<file path="config.mk">
export PLATFORM = sky130hd
export DESIGN_NAME = set_assoc_cache_miss_classifier_unit
export DESIGN_NICKNAME = d
export VERILOG_FILES = /design/src/sacmc_pkg.sv /design/src/sacmc_ctrl.sv /design/src/sacmc_dp.sv /design/src/set_assoc_cache_miss_classifier_unit.sv
export SDC_FILE = /design/constraint.sdc
export NUM_CORES = 2
export LEC_CHECK = 0
export BUFFER_PORTS_ARGS = -buffer_cell sky130_fd_sc_hd__buf_4
export CELL_PAD_IN_SITES_DETAIL_PLACEMENT = 1
export CELL_PAD_IN_SITES_GLOBAL_PLACEMENT = 1
export CORE_MARGIN = 1.5
export CORE_UTILIZATION = 44
export CTS_BUF_LIST = sky130_fd_sc_hd__clkbuf_4
export DETAILED_ROUTE_END_ITERATION = 12
export PLACE_DENSITY_LB_ADDON = 0.1
export SETUP_SLACK_MARGIN = 0.1
export SYNTH_ARGS = -nofsm -noshare
export SYNTH_HDL_FRONTEND = slang
export SYNTH_SLANG_ARGS = --single-unit
export TNS_END_PERCENT = 30
</file>
<file path="constraint.sdc">
create_clock -name i_clk -period 22.8 [get_ports i_clk]
set_input_delay 0 -clock i_clk [delete_from_list [all_inputs] [get_ports i_clk]]
set_output_delay 0 -clock i_clk [all_outputs]
set_load 0.03 [all_outputs]
</file>
<file path="src/sacmc_pkg.sv">
// ----------------------------------------------------------------------------
// sacmc_pkg
// Shared types and constants for the set-associative cache miss classifier.
// ----------------------------------------------------------------------------
package sacmc_pkg;

    // cache geometry
    localparam int SETS_MAX  = 16;
    localparam int SET_W     = 4;
    localparam int WAYS_MAX  = 8;
    localparam int WAY_W     = 3;
    localparam int WAY_CNT_W = 4;
    localparam int RANK_W    = 3;
    localparam logic [RANK_W-1:0] RANK_TOP = 3'd7;

    // replacement random source
    localparam int LFSR_W    = 16;
    localparam int MOD_CNT_W = 4;

    // statistics
    localparam int CNT_W = 16;
    localparam logic [CNT_W-1:0] CNT_MAX = 16'hFFFF;

    // configuration port
    localparam int CFG_IDX_W  = 2;
    localparam int CFG_DATA_W = 16;
    localparam logic [CFG_IDX_W-1:0] REG_SET_LOG2 = 2'd0;
    localparam logic [CFG_IDX_W-1:0] REG_WAYS     = 2'd1;
    localparam logic [CFG_IDX_W-1:0] REG_POLICY   = 2'd2;
    localparam logic [CFG_IDX_W-1:0] REG_SEED     = 2'd3;

    localparam int SCL_W    = 3;
    localparam int POLICY_W = 2;
    localparam logic [SCL_W-1:0]     SCL_RESET    = 3'd2;
    localparam logic [WAY_CNT_W-1:0] WAYS_RESET   = 4'd4;
    localparam logic [LFSR_W-1:0]    SEED_RESET   = 16'd1;

    localparam logic [POLICY_W-1:0] POL_LRU  = 2'd0;
    localparam logic [POLICY_W-1:0] POL_FIFO = 2'd1;
    localparam logic [POLICY_W-1:0] POL_RAND = 2'd2;

    // access classification
    localparam int OUTCOME_W = 2;
    localparam logic [OUTCOME_W-1:0] OUT_HIT  = 2'd0;
    localparam logic [OUTCOME_W-1:0] OUT_COMP = 2'd1;
    localparam logic [OUTCOME_W-1:0] OUT_CONF = 2'd2;

    // output tdata: set, way, three counters
    localparam int M_DATA_RAW_W = SET_W + WAY_W + 3 * CNT_W;
    localparam int M_DATA_W     = ((M_DATA_RAW_W + 7) / 8) * 8;

    typedef logic [WAYS_MAX-1:0][RANK_W-1:0] t_rank_row;

    typedef enum logic [1:0] {
        ST_IDLE,
        ST_CHECK,
        ST_MOD,
        ST_WRITE
    } t_state;

    typedef struct packed {
        logic load;
        logic check;
        logic mod_step;
        logic commit;
    } t_dp_cmd;

    typedef struct packed {
        logic rand_conflict;
        logic mod_done;
        logic out_free;
    } t_dp_sts;

endpackage

</file>
<file path="src/sacmc_ctrl.sv">
// ----------------------------------------------------------------------------
// sacmc_ctrl
// Sequencer for one access: accept, tag check, optional victim draw, commit.
// ----------------------------------------------------------------------------
module sacmc_ctrl (
    input  logic               i_clk,
    input  logic               i_rst_n,
    input  logic               i_s_axis_tvalid,
    output logic               o_s_axis_tready,
    output sacmc_pkg::t_dp_cmd o_cmd,
    input  sacmc_pkg::t_dp_sts i_sts
);

    sacmc_pkg::t_state r_state;
    sacmc_pkg::t_state n_state;

    always_ff @(posedge i_clk) begin
        if (!i_rst_n) begin
            r_state <= sacmc_pkg::ST_IDLE;
        end else begin
            r_state <= n_state;
        end
    end

    always_comb begin
        n_state = r_state;
        case (r_state)
            sacmc_pkg::ST_IDLE: begin
                if (i_s_axis_tvalid) begin
                    n_state = sacmc_pkg::ST_CHECK;
                end
            end
            sacmc_pkg::ST_CHECK: begin
                n_state = i_sts.rand_conflict ? sacmc_pkg::ST_MOD : sacmc_pkg::ST_WRITE;
            end
            sacmc_pkg::ST_MOD: begin
                if (i_sts.mod_done) begin
                    n_state = sacmc_pkg::ST_WRITE;
                end
            end
            sacmc_pkg::ST_WRITE: begin
                if (i_sts.out_free) begin
                    n_state = sacmc_pkg::ST_IDLE;
                end
            end
            default: n_state = sacmc_pkg::ST_IDLE;
        endcase
    end

    always_comb begin
        o_cmd           = '0;
        o_s_axis_tready = 1'b0;
        case (r_state)
            sacmc_pkg::ST_IDLE: begin
                o_s_axis_tready = 1'b1;
                o_cmd.load      = i_s_axis_tvalid;
            end
            sacmc_pkg::ST_CHECK: begin
                o_cmd.check = 1'b1;
            end
            sacmc_pkg::ST_MOD: begin
                o_cmd.mod_step = 1'b1;
            end
            sacmc_pkg::ST_WRITE: begin
                // hold until the output register can take the result
                o_cmd.commit = i_sts.out_free;
            end
            default: begin
                o_cmd = '0;
            end
        endcase
    end

endmodule

</file>
<file path="src/sacmc_dp.sv">
// ----------------------------------------------------------------------------
// sacmc_dp
// Datapath: config registers, tag/rank row memories, valid bits, victim
// selection, LFSR with bit-serial modulo, counters and output register.
// ----------------------------------------------------------------------------
module sacmc_dp #(
    parameter int ADDR_BITS = 16,
    parameter int S_DATA_W  = 16
) (
    input  logic                                 i_clk,
    input  logic                                 i_rst_n,
    input  logic                                 i_cfg_we,
    input  logic [sacmc_pkg::CFG_IDX_W-1:0]      i_cfg_addr,
    input  logic [sacmc_pkg::CFG_DATA_W-1:0]     i_cfg_wdata,
    input  logic [S_DATA_W-1:0]                  i_s_axis_tdata,
    output logic                                 o_m_axis_tvalid,
    input  logic                                 i_m_axis_tready,
    output logic [sacmc_pkg::M_DATA_W-1:0]       o_m_axis_tdata,
    output logic [sacmc_pkg::OUTCOME_W-1:0]      o_m_axis_tuser,
    input  sacmc_pkg::t_dp_cmd                   i_cmd,
    output sacmc_pkg::t_dp_sts                   o_sts
);

    localparam int WAYS_MAX = sacmc_pkg::WAYS_MAX;
    localparam int SET_W    = sacmc_pkg::SET_W;
    localparam int WAY_W    = sacmc_pkg::WAY_W;
    localparam int WCNT_W   = sacmc_pkg::WAY_CNT_W;
    localparam int RANK_W   = sacmc_pkg::RANK_W;
    localparam int CNT_W    = sacmc_pkg::CNT_W;
    localparam int LFSR_W   = sacmc_pkg::LFSR_W;

    typedef logic [WAYS_MAX-1:0][ADDR_BITS-1:0] t_tag_row;

    // configuration
    logic [sacmc_pkg::SCL_W-1:0]    r_scl;
    logic [WCNT_W-1:0]              r_ways_cfg;
    logic [sacmc_pkg::POLICY_W-1:0] r_policy;
    logic [LFSR_W-1:0]              r_lfsr;

    logic [WCNT_W-1:0] ways_act;
    logic [SET_W-1:0]  set_mask;

    // storage
    t_tag_row                         r_tag_mem  [sacmc_pkg::SETS_MAX];
    sacmc_pkg::t_rank_row             r_rank_mem [sacmc_pkg::SETS_MAX];
    logic [sacmc_pkg::SETS_MAX-1:0][WAYS_MAX-1:0] r_valid;
    logic [sacmc_pkg::SETS_MAX-1:0][WAY_W-1:0]    r_fifo;

    // current access
    logic [ADDR_BITS-1:0]            r_addr;
    logic [SET_W-1:0]                r_set;
    t_tag_row                        r_tag_row;
    sacmc_pkg::t_rank_row            r_rank_row;
    logic [sacmc_pkg::OUTCOME_W-1:0] r_outcome;
    logic [WAY_W-1:0]                r_way;

    logic [SET_W-1:0]     set_in;
    logic [ADDR_BITS-1:0] addr_in;

    // check stage
    logic [WAYS_MAX-1:0] in_use;
    logic [WAYS_MAX-1:0] hit_vec;
    logic [WAYS_MAX-1:0] empty_vec;
    logic [WAY_W-1:0]    hit_way;
    logic [WAY_W-1:0]    empty_way;
    logic [WAY_W-1:0]    lru_way;
    logic [RANK_W-1:0]   lru_best;
    logic [WAY_W-1:0]    fifo_way;
    logic [WAY_W-1:0]    chk_way;
    logic [sacmc_pkg::OUTCOME_W-1:0] chk_outcome;
    logic                lfsr_fb;
    logic [LFSR_W-1:0]   lfsr_next;

    // status to the controller
    logic rand_conflict;
    logic mod_done;
    logic out_free;

    // modulo unit
    logic [LFSR_W-1:0]               r_mod_val;
    logic [WCNT_W-1:0]               r_rem;
    logic [sacmc_pkg::MOD_CNT_W-1:0] r_mod_cnt;
    logic [WCNT_W:0]                 mod_trial;
    logic [WCNT_W-1:0]               rem_next;

    // commit stage
    t_tag_row             n_tag_row;
    sacmc_pkg::t_rank_row n_rank_row;
    logic [RANK_W-1:0]    old_rank;
    logic                 is_fill;
    logic [WAY_W-1:0]     fifo_next;

    // counters and output register
    logic [CNT_W-1:0] r_hit_cnt;
    logic [CNT_W-1:0] r_comp_cnt;
    logic [CNT_W-1:0] r_conf_cnt;
    logic [CNT_W-1:0] n_hit_cnt;
    logic [CNT_W-1:0] n_comp_cnt;
    logic [CNT_W-1:0] n_conf_cnt;
    logic             r_m_valid;
    logic [sacmc_pkg::M_DATA_W-1:0]  r_m_data;
    logic [sacmc_pkg::OUTCOME_W-1:0] r_m_user;

    // ------------------------------------------------------------------
    // configuration
    // ------------------------------------------------------------------
    always_comb begin
        if (r_ways_cfg == '0) begin
            ways_act = WCNT_W'(1);
        end else if (r_ways_cfg > WCNT_W'(WAYS_MAX)) begin
            ways_act = WCNT_W'(WAYS_MAX);
        end else begin
            ways_act = r_ways_cfg;
        end
        for (int b = 0; b < SET_W; b++) begin
            set_mask[b] = (b < int'(r_scl));
        end
        for (int w = 0; w < WAYS_MAX; w++) begin
            in_use[w] = (w < int'(ways_act));
        end
    end

    assign addr_in = i_s_axis_tdata[ADDR_BITS-1:0];
    assign set_in  = addr_in[SET_W-1:0] & set_mask;

    assign lfsr_fb   = r_lfsr[0] ^ r_lfsr[2] ^ r_lfsr[3] ^ r_lfsr[5];
    assign lfsr_next = {lfsr_fb, r_lfsr[LFSR_W-1:1]};

    always_ff @(posedge i_clk) begin
        if (!i_rst_n) begin
            r_scl      <= sacmc_pkg::SCL_RESET;
            r_ways_cfg <= sacmc_pkg::WAYS_RESET;
            r_policy   <= sacmc_pkg::POL_LRU;
            r_lfsr     <= sacmc_pkg::SEED_RESET;
        end else if (i_cfg_we) begin
            case (i_cfg_addr)
                sacmc_pkg::REG_SET_LOG2: r_scl      <= i_cfg_wdata[sacmc_pkg::SCL_W-1:0];
                sacmc_pkg::REG_WAYS:     r_ways_cfg <= i_cfg_wdata[WCNT_W-1:0];
                sacmc_pkg::REG_POLICY:   r_policy   <= i_cfg_wdata[sacmc_pkg::POLICY_W-1:0];
                sacmc_pkg::REG_SEED: begin
                    // an all-zero seed would lock the LFSR
                    r_lfsr <= (i_cfg_wdata[LFSR_W-1:0] == '0) ? sacmc_pkg::SEED_RESET
                                                              : i_cfg_wdata[LFSR_W-1:0];
                end
                default: r_scl <= r_scl;
            endcase
        end else if (i_cmd.check && rand_conflict) begin
            r_lfsr <= lfsr_next;
        end
    end

    // ------------------------------------------------------------------
    // row memories: one row per set, read on accept, written on commit
    // ------------------------------------------------------------------
    always_ff @(posedge i_clk) begin
        if (i_cmd.load) begin
            r_tag_row  <= r_tag_mem[set_in];
            r_rank_row <= r_rank_mem[set_in];
        end
        if (i_cmd.commit) begin
            r_tag_mem[r_set]  <= n_tag_row;
            r_rank_mem[r_set] <= n_rank_row;
        end
    end

    always_ff @(posedge i_clk) begin
        if (i_cmd.load) begin
            r_addr <= addr_in;
            r_set  <= set_in;
        end
    end

    // ------------------------------------------------------------------
    // tag check and victim selection
    // ------------------------------------------------------------------
    always_comb begin
        hit_way   = '0;
        empty_way = '0;
        for (int w = WAYS_MAX - 1; w >= 0; w--) begin
            hit_vec[w]   = in_use[w] && r_valid[r_set][w] && (r_tag_row[w] == r_addr);
            empty_vec[w] = in_use[w] && !r_valid[r_set][w];
            if (hit_vec[w]) begin
                hit_way = WAY_W'(w);
            end
            if (empty_vec[w]) begin
                empty_way = WAY_W'(w);
            end
        end
    end

    // highest rank among ways in use, ties to the lowest way
    always_comb begin
        lru_way  = '0;
        lru_best = r_rank_row[0];
        for (int w = 1; w < WAYS_MAX; w++) begin
            if (in_use[w] && (r_rank_row[w] > lru_best)) begin
                lru_best = r_rank_row[w];
                lru_way  = WAY_W'(w);
            end
        end
    end

    assign fifo_way = ({1'b0, r_fifo[r_set]} >= ways_act) ? '0 : r_fifo[r_set];

    always_comb begin
        rand_conflict = 1'b0;
        if (|hit_vec) begin
            chk_outcome = sacmc_pkg::OUT_HIT;
            chk_way     = hit_way;
        end else if (|empty_vec) begin
            chk_outcome = sacmc_pkg::OUT_COMP;
            chk_way     = empty_way;
        end else begin
            chk_outcome = sacmc_pkg::OUT_CONF;
            case (r_policy)
                sacmc_pkg::POL_FIFO: chk_way = fifo_way;
                sacmc_pkg::POL_RAND: begin
                    chk_way       = '0;
                    rand_conflict = 1'b1;
                end
                default: chk_way = lru_way;
            endcase
        end
    end

    // ------------------------------------------------------------------
    // bit-serial remainder of the new LFSR value by the way count
    // ------------------------------------------------------------------
    assign mod_trial = {r_rem, r_mod_val[LFSR_W-1]};
    assign rem_next  = (mod_trial >= {1'b0, ways_act})
                     ? WCNT_W'(mod_trial - {1'b0, ways_act})
                     : WCNT_W'(mod_trial);
    assign mod_done  = (r_mod_cnt == sacmc_pkg::MOD_CNT_W'(LFSR_W - 1));

    always_ff @(posedge i_clk) begin
        if (i_cmd.check) begin
            r_outcome <= chk_outcome;
            r_way     <= chk_way;
            r_mod_val <= lfsr_next;
            r_rem     <= '0;
            r_mod_cnt <= '0;
        end else if (i_cmd.mod_step) begin
            r_mod_val <= {r_mod_val[LFSR_W-2:0], 1'b0};
            r_rem     <= rem_next;
            r_mod_cnt <= r_mod_cnt + 1'b1;
            r_way     <= rem_next[WAY_W-1:0];
        end
    end

    // ------------------------------------------------------------------
    // commit: new row contents, recency, FIFO pointer, counters
    // ------------------------------------------------------------------
    assign is_fill  = (r_outcome == sacmc_pkg::OUT_COMP);
    assign old_rank = r_rank_row[r_way];

    always_comb begin
        n_tag_row        = r_tag_row;
        n_tag_row[r_way] = r_addr;
        for (int v = 0; v < WAYS_MAX; v++) begin
            n_rank_row[v] = r_rank_row[v];
            if (v == int'(r_way)) begin
                n_rank_row[v] = '0;
            end else if (in_use[v] && r_valid[r_set][v]
                         && (is_fill || (r_rank_row[v] < old_rank))
                         && (r_rank_row[v] < sacmc_pkg::RANK_TOP)) begin
                n_rank_row[v] = r_rank_row[v] + 1'b1;
            end
        end
    end

    assign fifo_next = ({1'b0, r_way} + 1'b1 >= ways_act) ? '0 : r_way + 1'b1;

    always_comb begin
        n_hit_cnt  = r_hit_cnt;
        n_comp_cnt = r_comp_cnt;
        n_conf_cnt = r_conf_cnt;
        case (r_outcome)
            sacmc_pkg::OUT_HIT: begin
                if (r_hit_cnt != sacmc_pkg::CNT_MAX) n_hit_cnt = r_hit_cnt + 1'b1;
            end
            sacmc_pkg::OUT_COMP: begin
                if (r_comp_cnt != sacmc_pkg::CNT_MAX) n_comp_cnt = r_comp_cnt + 1'b1;
            end
            default: begin
                if (r_conf_cnt != sacmc_pkg::CNT_MAX) n_conf_cnt = r_conf_cnt + 1'b1;
            end
        endcase
    end

    assign out_free = !r_m_valid || i_m_axis_tready;

    // member order: rand_conflict, mod_done, out_free
    assign o_sts = {rand_conflict, mod_done, out_free};

    always_ff @(posedge i_clk) begin
        if (!i_rst_n) begin
            r_valid    <= '0;
            r_fifo     <= '0;
            r_hit_cnt  <= '0;
            r_comp_cnt <= '0;
            r_conf_cnt <= '0;
            r_m_valid  <= 1'b0;
        end else begin
            if (i_cmd.commit) begin
                r_valid[r_set][r_way] <= 1'b1;
                if ((r_outcome == sacmc_pkg::OUT_CONF) && (r_policy == sacmc_pkg::POL_FIFO)) begin
                    r_fifo[r_set] <= fifo_next;
                end
                r_hit_cnt  <= n_hit_cnt;
                r_comp_cnt <= n_comp_cnt;
                r_conf_cnt <= n_conf_cnt;
                r_m_valid  <= 1'b1;
            end else if (i_m_axis_tready) begin
                r_m_valid <= 1'b0;
            end
        end
    end

    always_ff @(posedge i_clk) begin
        if (i_cmd.commit) begin
            r_m_user <= r_outcome;
            r_m_data <= sacmc_pkg::M_DATA_W'({n_conf_cnt, n_comp_cnt, n_hit_cnt, r_way, r_set});
        end
    end

    assign o_m_axis_tvalid = r_m_valid;
    assign o_m_axis_tdata  = r_m_data;
    assign o_m_axis_tuser  = r_m_user;

`ifndef SYNTHESIS
    // a fill must land on a way that was empty
    a_fill_into_empty: assert property (@(posedge i_clk) disable iff (!i_rst_n)
        (i_cmd.commit && (r_outcome == sacmc_pkg::OUT_COMP)) |-> !r_valid[r_set][r_way])
        else $error("fill targets a valid way");

    // committed way is always inside the ways in use
    a_way_in_use: assert property (@(posedge i_clk) disable iff (!i_rst_n)
        i_cmd.commit |-> ({1'b0, r_way} < ways_act))
        else $error("committed way outside ways in use");

    // partial remainder stays reduced through the draw
    a_rem_reduced: assert property (@(posedge i_clk) disable iff (!i_rst_n)
        i_cmd.mod_step |-> (r_rem < ways_act))
        else $error("modulo remainder not reduced");

    // the touched line is valid right after commit
    a_line_valid: assert property (@(posedge i_clk) disable iff (!i_rst_n)
        i_cmd.commit |=> r_valid[$past(r_set)][$past(r_way)])
        else $error("committed line not marked valid");
`endif

endmodule

</file>
<file path="src/set_assoc_cache_miss_classifier_unit.sv">
// Each access passes the accept, check and commit states, and its result is
//   held in the output register; a conflict miss under random replacement also
//   passes the bit-serial way draw state. A full output register stalls the
//   commit, and a new access is accepted only once the last one has committed.
// Reset (i_rst_n low, synchronous): valid bits, FIFO pointers, counters and
//   configuration return to defaults at once; no clearing pass is needed.
// ----------------------------------------------------------------------------
// set_assoc_cache_miss_classifier_unit
// Classifies each block address as hit, compulsory miss or conflict miss in a
// configurable set-associative cache with LRU, FIFO or random replacement.
// ----------------------------------------------------------------------------
module set_assoc_cache_miss_classifier_unit #(
    parameter int ADDR_BITS = 16
) (
    input  logic                                 i_clk,
    input  logic                                 i_rst_n,
    // configuration write port
    input  logic                                 i_cfg_we,
    input  logic [sacmc_pkg::CFG_IDX_W-1:0]      i_cfg_addr,
    input  logic [sacmc_pkg::CFG_DATA_W-1:0]     i_cfg_wdata,
    // input stream
    input  logic                                 i_s_axis_tvalid,
    output logic                                 o_s_axis_tready,
    input  logic [((ADDR_BITS + 7) / 8) * 8-1:0] i_s_axis_tdata, // block_address
    // result stream
    output logic                                 o_m_axis_tvalid,
    input  logic                                 i_m_axis_tready,
    // set_index, way_index, hit_total, compulsory_total, conflict_total
    output logic [sacmc_pkg::M_DATA_W-1:0]       o_m_axis_tdata,
    output logic [sacmc_pkg::OUTCOME_W-1:0]      o_m_axis_tuser  // outcome
);

    localparam int S_DATA_W = ((ADDR_BITS + 7) / 8) * 8;

    sacmc_pkg::t_dp_cmd cmd;
    sacmc_pkg::t_dp_sts sts;

    sacmc_ctrl u_ctrl (
        .i_clk           (i_clk),
        .i_rst_n         (i_rst_n),
        .i_s_axis_tvalid (i_s_axis_tvalid),
        .o_s_axis_tready (o_s_axis_tready),
        .o_cmd           (cmd),
        .i_sts           (sts)
    );

    sacmc_dp #(
        .ADDR_BITS (ADDR_BITS),
        .S_DATA_W  (S_DATA_W)
    ) u_dp (
        .i_clk           (i_clk),
        .i_rst_n         (i_rst_n),
        .i_cfg_we        (i_cfg_we),
        .i_cfg_addr      (i_cfg_addr),
        .i_cfg_wdata     (i_cfg_wdata),
        .i_s_axis_tdata  (i_s_axis_tdata),
        .o_m_axis_tvalid (o_m_axis_tvalid),
        .i_m_axis_tready (i_m_axis_tready),
        .o_m_axis_tdata  (o_m_axis_tdata),
        .o_m_axis_tuser  (o_m_axis_tuser),
        .i_cmd           (cmd),
        .o_sts           (sts)
    );

endmodule

</file>
; Word-level counts from Yosys, hierarchy flattened
; Memories as Yosys holds them, arrays and structs flattened. A register that Yosys moved wholly into a read port is not among the register bits.
; Cells that the tools add are included.
; Widths: inputs -> output; s select.
[totals]
latchBits = 0
memories = 2
wordCells = 336
reg_bits = 358
mem_bits_rw = 2432
romBits = 0
[memory_table]
columns = name, depth, word_bits, rd, rd_clocked_by_memory_dff, write_ports, line_no
row1 = u_dp.r_tag_mem, 16, 128, 1, 1, 1, sacmc_dp.sv:44  ; t_tag_row r_tag_mem [sacmc_pkg::SETS_MAX];
row2 = u_dp.r_rank_mem, 16, 24, 1, 1, 1, sacmc_dp.sv:45  ; sacmc_pkg::t_rank_row r_rank_mem [sacmc_pkg::SETS_MAX];
[op_classes]
bitwise_logic = 5
multipliers = 0
div = 0
n_addsub = 15
n_eq_ne = 33
reduce_logical = 87
order_cmp = 43
shift = 0
n_mux = 101
[op_table]
columns = op, n
row1 = $mux 16, 13
row2 = $mux 3, 51
row3 = $bwmux 128, 1
row4 = $eq 16x16->1, 8
row5 = $or 128x128->128, 1
row6 = $logic_and 1x1->1, 51
row7 = $add 16x1->16 const B, 3
row8 = $bwmux 48, 1
row9 = $demux 16 s3, 1
row10 = $ne 16x16->1 const B, 3
row11 = $bmux 8 s4, 1
row12 = $demux 8 s4, 1
row13 = $add 3x1->3 const B, 9
row14 = $lt 3x3->1, 8
row15 = $lt 3x3->1 const B, 8
row16 = $gt 3x3->1, 7
row17 = $logic_not 16->1, 1
row18 = $lt 3x4->1 const A, 4
row19 = $mux 8, 2
row20 = $reduce_or 8->1, 2
row21 = $mux 1, 15
row22 = $bmux 3 s4, 1
row23 = $demux 3 s4, 1
row24 = $eq 2x2->1 const B, 6
row25 = 39 further kinds, 85

; Depth between registers and ports, before layout
[logic_depth]
word_depth = 28
depth_mapped = 49
depth_no_buf = 48

; Hierarchy
; Synthesis repeated with hierarchy kept, for this count alone.
[unflattened]
cells_unflattened = 9834
area_unflattened_um2 = 120735.8
[by_module_without_submodules]
columns = mod, area_each_um2, cells_per_inst, instances
row1 = sacmc_dp, 120510.6, 9809, 1
row2 = sacmc_ctrl, 225.2, 25, 1

; Worst setup path before layout
; OpenSTA, ideal clock, no wires.
[synth_timing]
path_type = register to register
from = register u_dp.r_rank_row[2] in the netlist's numbering (read register of u_dp.r_rank_mem)
to = register u_dp.r_way[0] (data pin)
required_time_ps = 22527
setup_slack_ps = 13630
arrival_ps = 8897
path_stages_with_launch = 48
setup_ps = 274
path_cell_list = edfxtp_1 -> clkbuf_1 -> inv_1 -> ha_1 -> nand2_1 -> o21ai_1 -> nand2_1 -> o21ai_0 -> ha_1 -> nor3b_1 -> a31oi_1 -> o2bb2ai_1 -> and4_1 -> nor2_1 -> ha_1 -> nor2_1 -> o311ai_0 -> o221ai_1 -> (+12 left out) -> mux2_2 -> ha_1 -> inv_1 -> a21o_1 -> a21oi_1 -> a311oi_1 -> inv_1 -> o22ai_1 -> a31o_2 -> ha_1 -> inv_1 -> a21o_1 -> a21oi_1 -> nor2_1 -> o21ai_0 -> a21oi_1 -> a2111oi_0 -> a211oi_1
[synth_via]
elab_chain_len = 25
word_cells_on_any_way = 31
[synth_rtl]
columns = item, line_no
row1 = start: declaration, sacmc_dp.sv:53  ; sacmc_pkg::t_rank_row r_rank_row;
row2 = $gt 3x3->1, sacmc_dp.sv:196  ; if (in_use[w] && (r_rank_row[w] > lru_best)) begin
row3 = $logic_and 1x1->1, sacmc_dp.sv:196
row4 = $mux 3, sacmc_dp.sv:196
row5 = $gt 3x3->1, sacmc_dp.sv:196
row6 = $logic_and 1x1->1, sacmc_dp.sv:196
row7 = $mux 3, sacmc_dp.sv:196
row8 = $gt 3x3->1, sacmc_dp.sv:196
row9 = $logic_and 1x1->1, sacmc_dp.sv:196
row10 = (+9 left out), -
row11 = $mux 3, sacmc_dp.sv:196
row12 = $gt 3x3->1, sacmc_dp.sv:196
row13 = $logic_and 1x1->1, sacmc_dp.sv:196
row14 = $mux 3 (*), sacmc_dp.sv:196
row15 = $pmux 3 s2 (*), sacmc_dp.sv:215  ; case (r_policy)
row16 = $mux 3 (*), sacmc_dp.sv:210  ; end else if (|empty_vec) begin
row17 = $mux 3 (*), sacmc_dp.sv:207  ; if (|hit_vec) begin
row18 = $mux 3 (*), sacmc_dp.sv:236  ; if (i_cmd.check) begin
row19 = end signal: assignment, sacmc_dp.sv:238  ; r_way <= chk_way;
row20 = end signal: assignment, sacmc_dp.sv:246  ; r_way <= rem_next[WAY_W-1:0];
row21 = end: declaration, sacmc_dp.sv:55  ; logic [WAY_W-1:0] r_way;
; Mark *: on every way between the ends. The rest lies on a longest branch, timed or not.
; A chain may end at the register's enable or synchronous reset.

; Final worst setup path
; Same ends and word-level chain as after synthesis.

==> flow_summary_export.csv <==
group,metric,value,unit
critical_path,endpoint_kind,"flip-flop",
status,status,"finished, final reports clean",
timing,slew_violations,0,
detailed_routing,viasPerCell,5.755,
synth,yosysTopAreaCellShare,68.27,%
placed_design,gp_congestion,0.8171,
critical_path,crit_fanout,9,
synth,synth_area_leaders,"edfxtp_1 68%, mux4_2 12%, dfxtp_1 4.4%, nand2_1 3.4%, xnor2_1 1.0%",
finish,layout_commonest_cell,"edfxtp_1",
detailed_routing,drcViolationCount,0,
critical_path,slowest_stage,"edfxtp_1",
finish,drive_above_1_share,27.38,%
worst_hold_path,worstHoldEndpoint,"u_dp.r_addr[1]",
timing,rsz0062_at_grt,"no",
critical_path,r2r_slack,12.10,ns
synth,yosysSeqAreaShare,72.68,%
placed_design,port_buffers,97,
synth,synth_cells,6796,
clock_network,ctsLongestPathBuffers,4,
timing,min_period,10.70,ns
timing,min_period_over_period,46.92,%
finish,final_cell_mix,"2,682 x edfxtp_1, 1,148 x clkbuf_4, 1,058 x nand2_1",
synth,synth.distinct_cells,94,
power,swShare,29.27,%
clock_network,clkTransAtPathRegs,0.07,ns
clock_network,htreeDepth,6,
synth,yosysTopAreaCell,"edfxtp_1",
worst_hold_path,min_path_type,"in2reg",
critical_path,cpMostUsedCell,"ha_1",
timing,hold_violations,0,
timing,skew,0.1101,ns
detailed_routing,firstDrtPassIters,5,
clock_network,cts_tree,"built",
clock_network,cts.sinks,2942,
die,num_io_pins,99,
timing,relSlewSlack,12.27,%
detailed_routing,postRouteAntennaNets,0,
power,powerDensity,102.7,nW/um^2
clock_network,cts_repair_resize_count,0,
power,power_frac_comb,16.7,%
critical_path,rr_endpoint,"u_dp.r_way[0]",
worst_hold_path,holdCritStartpoint,"i_s_axis_tdata[1]",
detailed_routing,vias,67092,
synth,synthFlopType,"edfxtp_1",
die,rows,189,
die,start_util,44.38,%
synth,ys_ff_latch,2942,
critical_path,worstPathArrival,11.95,ns
die,die-area,271200,sq um
critical_path,critPathKind,"reg2reg",
clock_network,cts_hold_buffers,148,
power,seqPwrFrac,49.6,%
timing,clock.fmax,0.09347,GHz
synth,yosys_warnings,0,
clock_network,clkLatencyLatePin,1.59,ns
synth,avgSynthCellArea,17.36,sq um
synth,syn_area,118000,sq um
clock_network,cts_buffers,771,
power,intPower,9764,uW
finish,nNetsFinal,7655,
placed_design,place.detailed.hpwl,169.7,mm
synth,synthesis.nets,6900,
timing,setup_viol,0,
power,switchingPower,4040,uW
global_routing,grt.overflow.total,0,
global_routing,grt_usage,25.19,%
clock_network,postCtsSetupBuffers,0,
critical_path,cp-start-kind,"flip-flop",
timing,worst_pin_slew,1.306,ns
worst_hold_path,hold_depth,3,
clock_network,root_buffer,"clkbuf_4",
critical_path,reg2reg_from,"u_dp.r_rank_row[2]",
detailed_routing,totalWireLength,342.0,mm
power,p_leak,0.04511,uW
job,maxCapViolations,0,
detailed_routing,wl_per_cell,29.33,um
power,peakVddDrop,0.05362,mV
finish,syn2layout_area_growth,13.91,%
critical_path,cp.required,24.05,ns
global_routing,antenna_found_initial,15,
synth,async_flop_share,0,%
die,core,265800,sq um
synth,synth-edff-count,2682,
critical_path,cp_slowest_stage_delay,0.57,ns
global_routing,grt_start_max_net_pins,137,
critical_path,reg2reg_depth,46,
placed_design,place_ws,12.20,ns
timing,tns,0,ns
detailed_routing,drt_iter0_drc,5589,
die,dieWidth,520.8,um
power,p_clk_share,33.8,%
timing,fin_ws,12.10,ns
global_routing,grt_pass1_vias,72294,
die,die_y,520.8,um
global_routing,grt_pass1_wl,497.8,mm
critical path, delay by kind of cell, from the launching register on:
kind                       cells  cell delay [ns]
adders and majority gates      7             1.88
DFF                            1             0.57
AOI/OAI and AO/OA             20             4.23
buffers and inverters          4             0.49
and+or+nand+nor               13             2.63
muxes                          2             0.62
synthesized netlist by cell type, types with 20 or more instances:
library cell	count
edfxtp_1	2682
nand2_1	1060
mux4_2	650
clkbuf_1	282
dfxtp_1	260
nor2_1	228
and3_1	167
a31oi_1	161
o21a_1	142
xnor2_1	138
buf_1	101
o21ai_0	89
a21boi_0	69
ha_1	64
mux2_2	60
inv_1	57
a21oi_1	56
xor2_1	55
mux2i_1	46
nand3_1	43
nand4_1	42
and2_1	33
nor2b_1	28
nor3_1	24
nor4_1	20
how the worst max path moves through the flow:
stage                             startpoint            end
after floorplan           u_dp.r_rank_row[2]  u_dp.r_way[0]
after global placement    u_dp.r_rank_row[2]  u_dp.r_way[0]
after detailed placement  u_dp.r_rank_row[2]  u_dp.r_way[0]
after CTS                 u_dp.r_rank_row[2]  u_dp.r_way[0]
after global routing      u_dp.r_rank_row[2]  u_dp.r_way[0]
final                     u_dp.r_rank_row[2]  u_dp.r_way[0]
cell families after synthesis:
group,share of synthesized area (%)
compound gates,3.899
xor+xnor,1.433
fa+ha+maj,0.7043
buf+inv,1.571
flops,72.68
mux,13.40
other cells,0.003179
simple gates,6.301
metal layers:
metal | routed length, um | track usage (%) | vias up
met5 | 21 | 0 | -
met4 | 7043 | 6.948 | 4
met3 | 18860 | 4.158 | 447
met2 | 168700 | 41.97 | 2133
met1 | 147400 | 34.35 | 35928
li1 | - | - | 28580
layout make-up:
cell class | count | area (sq um)
Inverter | 62 | 370.4
Multi-Input combinational cell | 3389 | 30510
Tap cell | 3533 | 4420
Antenna cell | 14 | 35.03
Sequential cell | 2942 | 85740
Timing Repair Buffer | 385 | 3432
Clock inverter | 185 | 1250
Clock buffer | 1148 | 8618
Fill cell | 25207 | 131400
power by group through the flow:
stage | registers [uW] | clock network, uW | logic (uW)
5_1_grt | 6860 | 5030 | 2480
3_3_place_gp | 6940 | 0 | 2210
6_report | 6840 | 4660 | 2300
4_1_cts | 6840 | 4790 | 2320
2_1_floorplan | 6930 | 0 | 1310
3_5_place_dp | 6950 | 0 | 2290
through the flow:
step	hold slack [ns]	power (uW)	cells	util (%)	area (sq um)
floorplan	0.09887	8240	6796	-	118000
global placement	0.1793	9158	10163	46.26	123000
detailed placement	0.1798	9245	10163	46.26	123000
CTS	0.001136	13950	11644	50.54	134300
global route	0.04936	14370	11649	50.55	134400
finish	0.1500	13800	11658	50.55	134400
flip-flops by register name, indices dropped and copies added, names as in the netlist, 24 cells and up:
name and count:
u_dp.r_tag_mem 2048, u_dp.r_rank_mem 384, u_dp.r_tag_row 128, u_dp.r_valid 128, u_dp.o_m_axis_tdata 55, u_dp.r_fifo 48
u_dp.r_rank_row 24
Power figures use the tool's default switching activity.
